## src/rtl/slrv_pkg.sv

```systemverilog
package slrv_pkg;

	// request kinds carried on the input tuser
	typedef enum logic [1:0] {
		KIND_APPEND = 2'd0,
		KIND_UP     = 2'd1,
		KIND_DOWN   = 2'd2,
		KIND_READ   = 2'd3
	} kind_t;

	// register indexes (byte address / 4)
	localparam logic REG_CHARS_PER_LINE = 1'b0;
	localparam logic REG_VISIBLE_LIMIT  = 1'b1;

	localparam logic [7:0] CHARS_PER_LINE_RST = 8'd80;
	localparam logic [7:0] VISIBLE_LIMIT_RST  = 8'd24;

	// live configuration handed to the datapath
	typedef struct packed {
		logic [7:0] chars_per_line;
		logic [7:0] visible_limit;
	} cfg_t;

endpackage

```

## src/rtl/slrv_apb_regs.sv

```systemverilog
module slrv_apb_regs (
	input  logic               clk,
	input  logic               arst_n,
	input  logic               psel,
	input  logic               penable,
	input  logic               pwrite,
	input  logic [2:0]         paddr,
	input  logic [31:0]        pwdata,
	output logic [31:0]        prdata,
	output logic               pready,
	output slrv_pkg::cfg_t     cfg
);

	logic [7:0] cpl_q;
	logic [7:0] vlim_q;
	logic       wr_en;
	logic       reg_idx;

	assign pready  = 1'b1;
	assign reg_idx = paddr[2];
	assign wr_en   = psel && penable && pwrite && pready;

	// register writes on the access cycle
	always_ff @(posedge clk or negedge arst_n) begin
		if (!arst_n) begin
			cpl_q  <= slrv_pkg::CHARS_PER_LINE_RST;
			vlim_q <= slrv_pkg::VISIBLE_LIMIT_RST;
		end else if (wr_en) begin
			unique case (reg_idx)
				slrv_pkg::REG_CHARS_PER_LINE: cpl_q  <= pwdata[7:0];
				slrv_pkg::REG_VISIBLE_LIMIT:  vlim_q <= pwdata[7:0];
				default: ;
			endcase
		end
	end

	// read mux
	always_comb begin
		prdata = 32'd0;
		unique case (reg_idx)
			slrv_pkg::REG_CHARS_PER_LINE: prdata = {24'd0, cpl_q};
			slrv_pkg::REG_VISIBLE_LIMIT:  prdata = {24'd0, vlim_q};
			default: prdata = 32'd0;
		endcase
	end

	assign cfg.chars_per_line = cpl_q;
	assign cfg.visible_limit  = vlim_q;

endmodule

```

## config.mk

```make
export PLATFORM = sky130hd
export DESIGN_NAME = slrv_apb_regs
export DESIGN_NICKNAME = d
export VERILOG_FILES = /design/src/rtl/slrv_pkg.sv /design/src/rtl/slrv_apb_regs.sv
export SDC_FILE = /design/constraint.sdc
export NUM_CORES = 1
export LEC_CHECK = 0
export ABC_AREA = 1
export BUFFER_PORTS_ARGS = -buffer_cell sky130_fd_sc_hd__buf_2
export CAP_MARGIN = 20
export CORE_MARGIN = 5
export CORE_UTILIZATION = 36
export DETAILED_ROUTE_END_ITERATION = 8
export PLACE_DENSITY = 0.79
export SYNTH_ARGS = -nofsm -noshare
export SYNTH_HDL_FRONTEND = slang
export SYNTH_SLANG_ARGS = --single-unit
```

## constraint.sdc

```tcl
create_clock -name clk -period 0.8 [get_ports clk]
set_input_delay 0 -clock clk [delete_from_list [all_inputs] [get_ports clk]]
set_output_delay 0 -clock clk [all_outputs]
set_load 0.05 [all_outputs]
```

## Yosys cells after proc, flatten, opt, wreduce, memory -nomap -nowiden

Cells that the tools add are included.
W data, S select, Z words.

- Shifts and indexed selects: 0
- Div/mod/pow operators: 0
- Mux-type cells: 1
- Bitwise gates (word level): 1
- Reduce and logical (&&, ||, !) cells: 4
- $lt $le $gt $ge: 0
- Equal/unequal tests: 0
- $mul: 0
- Add/subtract/negate cells: 0

Operator list:

| kind | number |
|---|---|
| $pmux W32 S2 | 1 |
| $reduce_and A2 Y1 | 2 |
| $logic_and A1 B1 Y1 | 2 |
| $not A1 Y1 | 1 |

- Bits in latches: 0
- Memories kept: 0
- Logic and storage cells: 8
- Bits in registers: 16
- ROM bits: 0
- Bits of input ports: 40
- Bits in writable memories: 0

## Depth between registers and ports, before layout

Gate-level depths: netlist (run 1).

- Word-level depth: 3
- Depth in mapped cells: 5
- Depth with buffers taken out: 4

## Worst setup path after synthesis (run 1)

Ideal clock, no wire load.

- Kind: reg2out
- Start: register vlim_q[3]
- End: output port prdata[3]
- Data arrival time: 1110 ps
- Setup slack: -310 ps
- Cell stages (with the launch flop): 3
- Cells stage by stage: dfstp_2 > nand2_1 > nand2_1

- Cells in the longest elaborated chain, start to end: 1

Ends and longest elaborated chain:

| item | line | source |
|---|---|---|
| start: declaration | slrv_apb_regs.sv:15 | `logic [7:0] vlim_q;` |
| start signal: assignment | slrv_apb_regs.sv:27 | `vlim_q <= slrv_pkg::VISIBLE_LIMIT_RST;` |
| start signal: assignment | slrv_apb_regs.sv:31 | `slrv_pkg::REG_VISIBLE_LIMIT: vlim_q <= pwdata[7:0];` |
| $pmux W32 S2 | slrv_apb_regs.sv:40 | `unique case (reg_idx)` |
| end: declaration | slrv_apb_regs.sv:9 | `output logic [31:0] prdata,` |

Every way passes these cells. The select of a mux whose other input is x is not followed.

## Worst setup path in the final report (run 1)

- Start: register cpl_q[6]
- End: output port prdata[6]

- Cells in the longest elaborated chain, start to end: 1

Ends and longest elaborated chain:

| item | line | source |
|---|---|---|
| start: declaration | slrv_apb_regs.sv:14 | `logic [7:0] cpl_q;` |
| start signal: assignment | slrv_apb_regs.sv:26 | `cpl_q <= slrv_pkg::CHARS_PER_LINE_RST;` |
| start signal: assignment | slrv_apb_regs.sv:30 | `slrv_pkg::REG_CHARS_PER_LINE: cpl_q <= pwdata[7:0];` |
| $pmux W32 S2 | slrv_apb_regs.sv:40 |  |

Every way passes these cells. The select of a mux whose other input is x is not followed.

==> summary.md, run 1 <==
| Metric | Value |
|---|---|
| Peak supply drop | `0.00159 V` |
| Total CTS buffers | `3` |
| Hpwl dp | `1830 um` |
| Total iterations of the first detailed-routing run | `4` |
| CTS tree | `done` |
| Synthesized flop and latch total | `16` |
| Tcrit/Tclk final | `136%` |
| Die Wd | `61.5 um` |
| Max-Cap Viols | `0` |
| Starting Density | `38.2%` |
| Unrepaired setup endpoints after global routing | `true` |
| Vias per cell | `4.33` |
| Post-Route WL | `2520 um` |
| PnR worst setup slack | `-0.291 ns` |
| Fin cells | `215` |
| Number of antenna violations at the first check in global routing | `0` |
| Antenna diode count | `0` |
| Reg power frac | `30.3%` |
| GRT Total Usage | `13.4%` |
| Critical path class | `reg2out` |
| Combinational share of power | `58.9%` |
| Most frequent cells in the layout | `34 x nand2_1, 25 x conb_1, 17 x buf_6, 16 x nand3_1, 15 x nand2_2` |
| # nets final | `226` |
| Met1 Use GR | `17.8%` |
| Worst Hold Class | `in2async` |
| Placed cell area | `0.00125 mm^2` |
| Final Skew | `0 ns` |
| Syn Area/Cell | `7.64 um^2` |
| Worst setup SP type | `register` |
| Core area | `0.00250 mm^2` |
| Reg clk slew, reported paths | `0.08 ns` |
| Worst Setup End Kind | `output pin` |
| Peak Freq | `917 MHz` |
| RD Place Congestion | `0.766` |
| Clock Tree Root | `clkbuf_4` |
| First-pass GRT wire length | `3870 um` |
| Antenna Violating Nets Remaining | `0` |
| Final Instance Area | `0.00161 mm^2` |
| Most Used Layer, Global Route | `met2` |
| Post-Synthesis Cells | `125` |
| Largest area contributor in the netlist | `dfrtp_1` |
| Clock Latency Late Sink | `0.27 ns` |
| DRC viols | `0` |
| CTS Buffer Depth | `2` |
| Port buffer count | `37` |
| Via count | `931` |
| 1st-iter DRT viols | `40` |
| Area contributors post-synth | `dfrtp_1 31%, nand2_1 22%, buf_4 20%` |
| Outcome | `finished with violations` |
| Sw frac | `48.4%` |
| Synth top area share | `31.5%` |
| Post-Syn Area | `955 um^2` |
| Die area | `0.00378 mm^2` |
| GR Overflow Total | `0` |
| Critical Path RT | `0.80 ns` |
| Layout area overhead | `68.8%` |
| GR Util met3 | `2.31%` |
| Pwr Total | `3890 uW` |
| Internal Power | `2000 uW` |
| Max Transition Viols Final | `0` |
| Sequential area share after synthesis | `42.5%` |
| Pwr dens | `2410 mW/mm^2` |
| H-Tree Level Count | `1` |
| Top Ports | `89` |
| Leakage | `0.000842 uW` |
| Final period demand of the worst path | `1.09 ns` |
| Avg WL per Cell | `11.7 um` |
| Layout cell share with drive strength beyond 1 | `53.5%` |
| Vias in the first global route | `881` |
| Grt met2 use | `22.4%` |
| Setup violations, final | `26` |
| FILL cells | `201` |
| Height of the die | `61.5 um` |
| Commonest non-fill, non-tap cell in the layout | `nand2_1` |
| Largest net degree at the start of global routing | `17` |
| Worst Path Max Fanout | `3` |
| CP arrival | `1.09 ns` |
| Clock sinks | `16` |
| Final Hold Viols | `0` |
| Cell Rows | `18` |
| NetSw | `1880 uW` |
| Clock share of power | `10.8%` |
| # placed instances | `196` |
| Yosys cell types | `11` |
| Failing checks | `setup timing` |
| Ys Warns | `0` |
-- synthesized netlist by cell type --
cell      n
nand4_1   1
buf_4    26
nand2_1  57
nand4_2   1
inv_2     2
conb_1    2
nor2_4    1
dfstp_2   4
dfrtp_1  12
nand3_1  16
buf_2     3
-- per-stage QoR --
stage	hold slack (ns)	utilization (%)	worst slack (ns)	setup TNS, ns
3_5_place_dp	-0.0732	50.1	-0.0993	-0.452
4_1_cts	0.169	62.0	-0.295	-3.89
3_3_place_gp	-0.0777	50.1	-0.0835	-0.463
5_1_grt	0.185	64.5	-0.329	-4.87
2_1_floorplan	-0.296	-	-0.146	-0.743
6_report	0.170	64.5	-0.291	-3.93
-- final cells by class --
| type | count | area [um^2] | share of cell area [%] |
|---|---|---|---|
| clock buffers | 4 | 26.3 | 1.63 |
| inverters | 2 | 7.51 | 0.466 |
| multi-input cells | 101 | 515 | 32.0 |
| flip-flops and latches | 16 | 420 | 26.1 |
| well taps | 30 | 37.5 | 2.33 |
| repair buffers | 62 | 604 | 37.5 |
-- layer usage --
layer / vias up / wire [um]
met2: 51 / 1220
met1: 416 / 1040
li1: 460 / -
met4: 0 / 14
met3: 4 / 250
met5: - / 0
-- kinds of logic after synthesis --
kind of cell	share of synthesized area (%)
buf+inv	22.8
flops	42.5
other cells	0.787
simple gates	33.9
-- power by group through the flow --
stage	combinational (uW)	clock [uW]	sequential (uW)
6_report	2290	420	1180
5_1_grt	2400	478	1200
2_1_floorplan	951	0	1700
3_3_place_gp	1760	0	1150
4_1_cts	2170	433	1170
3_5_place_dp	1770	0	1160
-- repair_timing --
| item | 4_1_cts | 5_1_grt |
|---|---|---|
| hold endpoints to repair | 32 | 0 |
| buffers inserted | 3 | 3 |
| hold buffers | 9 | 0 |
| pin swaps | 8 | 9 |
| gates resized for setup | 51 | 12 |
| endpoints found under the setup margin | 24 | 25 |
-- path summary, 6_finish.rpt --
kind,from,to,slack [ns],cells after the start
max in group asynchronous,arst_n,cpl_q[6],0.33,2
min reg2reg,vlim_q[4],vlim_q[4],0.47,2
max,cpl_q[6],prdata[6],-0.29,3
min,arst_n,cpl_q[3],0.17,2
max reg2reg,cpl_q[4],cpl_q[4],-0.09,4
min in group clk,paddr[2],vlim_q[3],0.18,4
-- critical path, cell delays in order (launching register included) --
cell and delay, ns:
dfstp_2 0.56, nand2_2 0.06, nand2_4 0.06, buf_8 0.14
-- registers in the layout, indices dropped and copies added, names as in the netlist --
register,cells
cpl_q,8
vlim_q,8
Power figures use the tool's default switching activity.
==> run 2, diff against run 1 <==
--- a/config.mk
+++ b/config.mk
@@ -13,4 +13,5 @@
 export DETAILED_ROUTE_END_ITERATION = 8
 export PLACE_DENSITY = 0.79
+export SKIP_CTS_REPAIR_TIMING = 1
 export SYNTH_ARGS = -nofsm -noshare
 export SYNTH_HDL_FRONTEND = slang
==> constraint.sdc (replaced) <==
create_clock -name clk -period 0.8 [get_ports clk]
set_input_delay 0 -clock clk [delete_from_list [all_inputs] [get_ports clk]]
set_output_delay 0 -clock clk [all_outputs]
set_load 0.1 [all_outputs]
==> run 2 against run 1 <==
The flow still finishes with violations (setup timing). Design area grew 36%. Hold slack got worse by 0.062 ns. Critical path type unchanged. Global-route usage rose by 2.4 points. Worst setup slack got worse by 0.18 ns. Wire length grew 46%. Final cell count is 5.1% higher. Total power rose by 63%. Clock-buffer cell count is the same. Combinational power is 98% higher. Via count grew 17%. Critical path depth did not move. Sequential power increased by 13%.
==> summary.md, run 2 (same netlist as run 1, synthesis figures left out) <==
| Metric | Value |
|---|---|
| Outcome | `finished with violations (unchanged)` |
| Failing checks | `setup timing (unchanged)` |
| Max-Cap Viols | `0 (unchanged)` |
| Final Skew | `0 ns (unchanged)` |
| Post-Route WL | `3670 um (was 2520 um)` |
| 1st-iter DRT viols | `28 (was 40)` |
| Starting Density | `38.2% (unchanged)` |
| Total CTS buffers | `3 (unchanged)` |
| Die Wd | `61.5 um (unchanged)` |
| Most frequent cells in the layout | `27 x buf_12, 25 x conb_1, 23 x nand2_1, 18 x buf_6, 17 x nand2_4 (was 34 x nand2_1, 25 x conb_1, 17 x buf_6, 16 x nand3_1, 15 x nand2_2)` |
| Cell Rows | `18 (unchanged)` |
| Critical Path RT | `0.80 ns (about the same)` |
| Antenna diode count | `0 (unchanged)` |
| CP cell instances | `nand2_4 > nand2_8 > buf_12 (was nand2_2 > nand2_4 > buf_8)` |
| Vias in the first global route | `1029 (was 881)` |
| Worst Setup End Kind | `output pin (unchanged)` |
| Clock Tree Root | `clkbuf_4 (unchanged)` |
| Regs by FF count | `cpl_q x8, vlim_q x8 (unchanged)` |
| Die area | `0.00378 mm^2 (unchanged)` |
| CP top delay family | `flip-flops (unchanged)` |
| Reg clk slew, reported paths | `0.11 ns (was 0.08 ns)` |
| Via count | `1092 (was 931)` |
| Hpwl dp | `2250 um (was 1830 um)` |
| Avg WL per Cell | `16.2 um (was 11.7 um)` |
| RD Place Congestion | `0.708 (was 0.766)` |
| Unrepaired setup endpoints after global routing | `true (unchanged)` |
| Core area | `0.00250 mm^2 (unchanged)` |
| Layout cell share with drive strength beyond 1 | `61.7% (was 53.5%)` |
| Peak supply drop | `0.00232 V (was 0.00159 V)` |
| Final period demand of the worst path | `1.27 ns (was 1.09 ns)` |
| Vias per cell | `4.83 (was 4.33)` |
| DRC viols | `0 (unchanged)` |
| First-pass GRT wire length | `4450 um (was 3870 um)` |
| CP arrival | `1.27 ns (was 1.09 ns)` |
| Clock Latency Late Sink | `0.29 ns (was 0.27 ns)` |
| Critical path class | `reg2out (unchanged)` |
| Number of antenna violations at the first check in global routing | `0 (unchanged)` |
| Antenna Violating Nets Remaining | `0 (unchanged)` |
| Layout area overhead | `129% (was 68.8%)` |
| Top Ports | `89 (unchanged)` |
| Min-delay src | `pwrite` |
| Largest net degree at the start of global routing | `17 (unchanged)` |
| # nets final | `237 (was 226)` |
| Peak Freq | `788 MHz (was 917 MHz)` |
| PnR worst setup slack | `-0.469 ns (was -0.291 ns)` |
| Fin cells | `226 (was 215)` |
| CTS Buffer Depth | `2 (unchanged)` |
| Max Transition Viols Final | `0 (unchanged)` |
| Slowest cell on the critical path | `dfstp_4 (was dfstp_2)` |
| DP Worst Slack | `-0.130 ns (was -0.0993 ns)` |
| Worst r2r src | `vlim_q[4] (was cpl_q[4])` |
| Final Hold Viols | `0 (unchanged)` |
| Worst Path Max Fanout | `2 (was 3)` |
| CTS tree | `done (unchanged)` |
| H-Tree Level Count | `1 (unchanged)` |
| Port buffer count | `37 (unchanged)` |
| GR Overflow Total | `0 (unchanged)` |
| Setup violations, final | `36 (was 26)` |
| Worst setup SP type | `register (unchanged)` |
| Worst Hold Class | `in2reg (was in2async)` |
| Total iterations of the first detailed-routing run | `4 (unchanged)` |
| Leakage | `0.00108 uW (was 0.000842 uW)` |
| # placed instances | `208 (was 196)` |
| Commonest non-fill, non-tap cell in the layout | `buf_12 (was nand2_1)` |
| Buffers & Inverters on Critical Path | `1 (unchanged)` |
| Clock sinks | `16 (unchanged)` |
| Height of the die | `61.5 um (unchanged)` |
| Pwr dens | `2910 mW/mm^2 (was 2410 mW/mm^2)` |
| Tcrit/Tclk final | `159% (was 136%)` |
| GRT Total Usage | `15.8% (was 13.4%)` |
| Crit path from | `cpl_q[4] (was cpl_q[6])` |
| Crit-path max cell delay | `0.67 ns (was 0.56 ns)` |
-- run 2: stage by stage --
| step | total power, uW | util (%) | area [um^2] | setup TNS, ns | hold WS, ns |
|---|---|---|---|---|---|
| global route | 6540 | 87.4 | 2180 | -10.35 | 0.122 |
| detailed placement | 5450 | 74.0 | 1850 | -1.91 | -0.0630 |
| floorplan | 3990 | - | 1260 | -3.06 | -0.296 |
| finish | 6350 | 87.4 | 2180 | -9.30 | 0.108 |
| global placement | 5370 | 74.0 | 1850 | -1.50 | -0.0810 |
| CTS | 5890 | 75.1 | 1880 | -8.68 | -0.378 |
-- run 2: area by class of cell --
cell class | instances | area (um^2)
flip-flops and latches | 16 | 465
repair buffers | 73 | 963
clock buffers | 4 | 26.3
fillers | 113 | 315
inverters | 2 | 7.51
multi-input cells | 101 | 684
well taps | 30 | 37.5
-- run 2: worst register-to-register path, delay by kind of cell (launching register included) --
kind | cells | cell delay (ns)
DFF | 1 | 0.66
and+or+nand+nor | 2 | 0.10
buffers and inverters | 2 | 0.20
-- run 2: per-layer routing --
| metal | track usage (%) | vias up | part of all wire, % |
|---|---|---|---|
| li1 | - | 484 | - |
| met1 | 18.2 | 522 | 37 |
| met2 | 28.7 | 71 | 52 |
| met3 | 2.73 | 15 | 7.8 |
| met4 | 6.06 | 0 | 2.9 |
| met5 | 0 | - | 0 |
-- run 2: power breakdown --
group	leakage [uW]	switching (uW)	total, uW	internal, uW
Clock	0.0000150	285	479	194
Combinational	0.000890	2930	4540	1610
Sequential	0.000180	235	1330	1090
-- run 2: final timing paths --
check / slack [ns] / to / cells after the start
worst max-delay path: -0.47 / prdata[4] / 3
worst min-delay path: 0.11 / cpl_q[4] / 5
worst max register to register: -0.22 / vlim_q[4] / 4
worst min register to register: 0.59 / cpl_q[0] / 2
max in group asynchronous: 0.33 / vlim_q[1] / 2
min in group asynchronous: 0.15 / vlim_q[6] / 2
==> run 3, diff against run 2 <==
- SETUP_SLACK_MARGIN: not set -> 0.15
==> run 3 against run 2 <==
The run still ends with setup timing left. Via count shrank 0.37%. Sequential power is essentially flat. Clock power shrank 1%. Die area is the same. Clock skew is the same. Non-clock buffer count is the same. Clock-buffer cell count is the same. Critical path type unchanged. Critical endpoint unchanged.
==> summary.md, run 3 (same netlist as run 1, synthesis figures left out) <==
| Metric | Value |
|---|---|
| NetSw | `3480 uW (was 3450 uW)` |
| CTS Buffer Depth | `2 (unchanged)` |
| GR Overflow Total | `0 (unchanged)` |
| Clock sinks | `16 (unchanged)` |
| Final Hold Viols | `0 (unchanged)` |
| Setup violations, final | `36 (unchanged)` |
| Vias per cell | `4.81 (was 4.83)` |
| Cell Rows | `18 (unchanged)` |
| Antenna Violating Nets Remaining | `0 (unchanged)` |
| Min-delay src | `pwrite (unchanged)` |
| Most Used Layer, Global Route | `met2 (unchanged)` |
| Via count | `1088 (was 1092)` |
| Hpwl dp | `2250 um (unchanged)` |
| FILL cells | `109 (was 113)` |
| Grt met2 use | `28.7% (unchanged)` |
| Cells on worst reg2reg path | `4 (unchanged)` |
| GRT Total Usage | `15.8% (unchanged)` |
| Die area | `0.00378 mm^2 (unchanged)` |
| Final period demand of the worst path | `1.25 ns (was 1.27 ns)` |
| Vias in the first global route | `1029 (unchanged)` |
| Failing checks | `setup timing (unchanged)` |
| Die Wd | `61.5 um (unchanged)` |
| Critical path class | `reg2out (unchanged)` |
| Starting Density | `38.2% (unchanged)` |
| Worst Hold Class | `in2reg (unchanged)` |
| Post-Route WL | `3920 um (was 3670 um)` |
| Clock Tree Root | `clkbuf_4 (unchanged)` |
| Unrepaired setup endpoints after global routing | `true (unchanged)` |
| Core area | `0.00250 mm^2 (unchanged)` |
| First-pass GRT wire length | `4450 um (unchanged)` |
| Layout cell share with drive strength beyond 1 | `64.3% (was 61.7%)` |
| Critical Path RT | `0.80 ns (about the same)` |
| Max Transition Viols Final | `0 (unchanged)` |
| Peak Freq | `798 MHz (was 788 MHz)` |
| GR Util met3 | `2.73% (unchanged)` |
| Commonest non-fill, non-tap cell in the layout | `buf_12 (unchanged)` |
| Total iterations of the first detailed-routing run | `4 (unchanged)` |
| Reg clk slew, reported paths | `0.10 ns (was 0.11 ns)` |
| CP arrival | `1.25 ns (was 1.27 ns)` |
| Avg WL per Cell | `17.3 um (was 16.2 um)` |
| Total CTS buffers | `3 (unchanged)` |
| Worst setup SP type | `register (unchanged)` |
| H-Tree Level Count | `1 (unchanged)` |
| # nets final | `237 (unchanged)` |
| Largest net degree at the start of global routing | `17 (unchanged)` |
| Met1 Use GR | `18.2% (unchanged)` |
| CTS tree | `done (unchanged)` |
| Layout area overhead | `131% (was 129%)` |
| Antenna diode count | `0 (unchanged)` |
| Crit path from | `cpl_q[4] (unchanged)` |
| Hold Crit Depth | `5 (unchanged)` |
| Number of antenna violations at the first check in global routing | `0 (unchanged)` |
| Clock share of power | `7.4% (was 7.5%)` |
| PnR worst setup slack | `-0.454 ns (was -0.469 ns)` |
| RD Place Congestion | `0.708 (unchanged)` |
| Height of the die | `61.5 um (unchanged)` |
| Worst Setup End Kind | `output pin (unchanged)` |
| Reg power frac | `20.9% (about the same)` |
| Worst Path Max Fanout | `2 (unchanged)` |
| # placed instances | `208 (unchanged)` |
| Fin cells | `226 (unchanged)` |
| Worst r2r src | `vlim_q[4] (unchanged)` |
| 1st-iter DRT viols | `44 (was 28)` |
| Sw frac | `54.5% (was 54.3%)` |
| Final Skew | `0 ns (unchanged)` |
| Leakage | `0.00108 uW (about the same)` |
| Pwr dens | `2900 mW/mm^2 (was 2910 mW/mm^2)` |
| DRC viols | `0 (unchanged)` |
| Most frequent cells in the layout | `27 x buf_12, 25 x conb_1, 18 x nand2_1, 18 x buf_6, 17 x nand2_4 (was 27 x buf_12, 25 x conb_1, 23 x nand2_1, 18 x buf_6, 17 x nand2_4)` |
| Top Ports | `89 (unchanged)` |
| Combinational share of power | `71.7% (was 71.6%)` |
| Hold WS | `0.126 ns (was 0.108 ns)` |
| Peak supply drop | `0.00232 V (about the same)` |
| Internal Power | `2910 uW (was 2900 uW)` |
| Port buffer count | `37 (unchanged)` |
| Tcrit/Tclk final | `157% (was 159%)` |
| Clock Latency Late Sink | `0.29 ns (about the same)` |
| Max-Cap Viols | `0 (unchanged)` |
| Outcome | `finished with violations (unchanged)` |
| Regs by FF count | `cpl_q x8, vlim_q x8 (unchanged)` |
==> run 3: metal layers <==
layer  part of all wire [%]  vias to the layer above
li1                       -                      487
met3                    8.1                        6
met4                    1.0                        0
met1                     39                      530
met2                     52                       65
met5                      0                        -
==> run 3: final cells by class <==
class | instances | area [um^2] | area share, %
well taps | 30 | 37.5 | 1.70
repair buffers | 73 | 963 | 43.7
clock buffers | 4 | 26.3 | 1.19
inverters | 2 | 7.51 | 0.340
multi-input cells | 101 | 706 | 32.0
flip-flops and latches | 16 | 465 | 21.1
==> run 3: critical path, cell delays in order, from the launching register on <==
cell	delay (ns)
dfstp_4	0.66
nand2_4	0.07
nand2_8	0.07
buf_12	0.16
==> run 3: per-stage QoR <==
stage / instance area [um^2] / total power [uW] / util, % / TNS, ns / worst slack, ns
2_1_floorplan: 1260 / 3990 / - / -3.06 / -0.262
3_3_place_gp: 1850 / 5370 / 74.0 / -1.50 / -0.118
3_5_place_dp: 1850 / 5450 / 74.0 / -1.91 / -0.130
4_1_cts: 1880 / 5890 / 75.1 / -8.68 / -0.456
5_1_grt: 2210 / 6580 / 88.2 / -10.31 / -0.495
6_report: 2210 / 6390 / 88.2 / -9.19 / -0.454
==> run 3: final timing paths <==
| path | slack, ns | end |
|---|---|---|
| worst max-delay path | -0.45 | prdata[4] |
| min in group asynchronous | 0.16 | vlim_q[5] |
| worst min-delay path | 0.13 | cpl_q[4] |
| max in group asynchronous | 0.32 | vlim_q[4] |
| worst min register to register | 0.60 | vlim_q[2] |
| worst max register to register | -0.21 | vlim_q[4] |
==> run 3: power groups by stage <==
stage               clock network, uW  registers (uW)  logic [uW]
finish                            474            1330        4580
global route                      524            1350        4710
CTS                               460            1230        4200
detailed placement                  0            1250        4200
global placement                    0            1230        4140
floorplan                           0            2390        1600
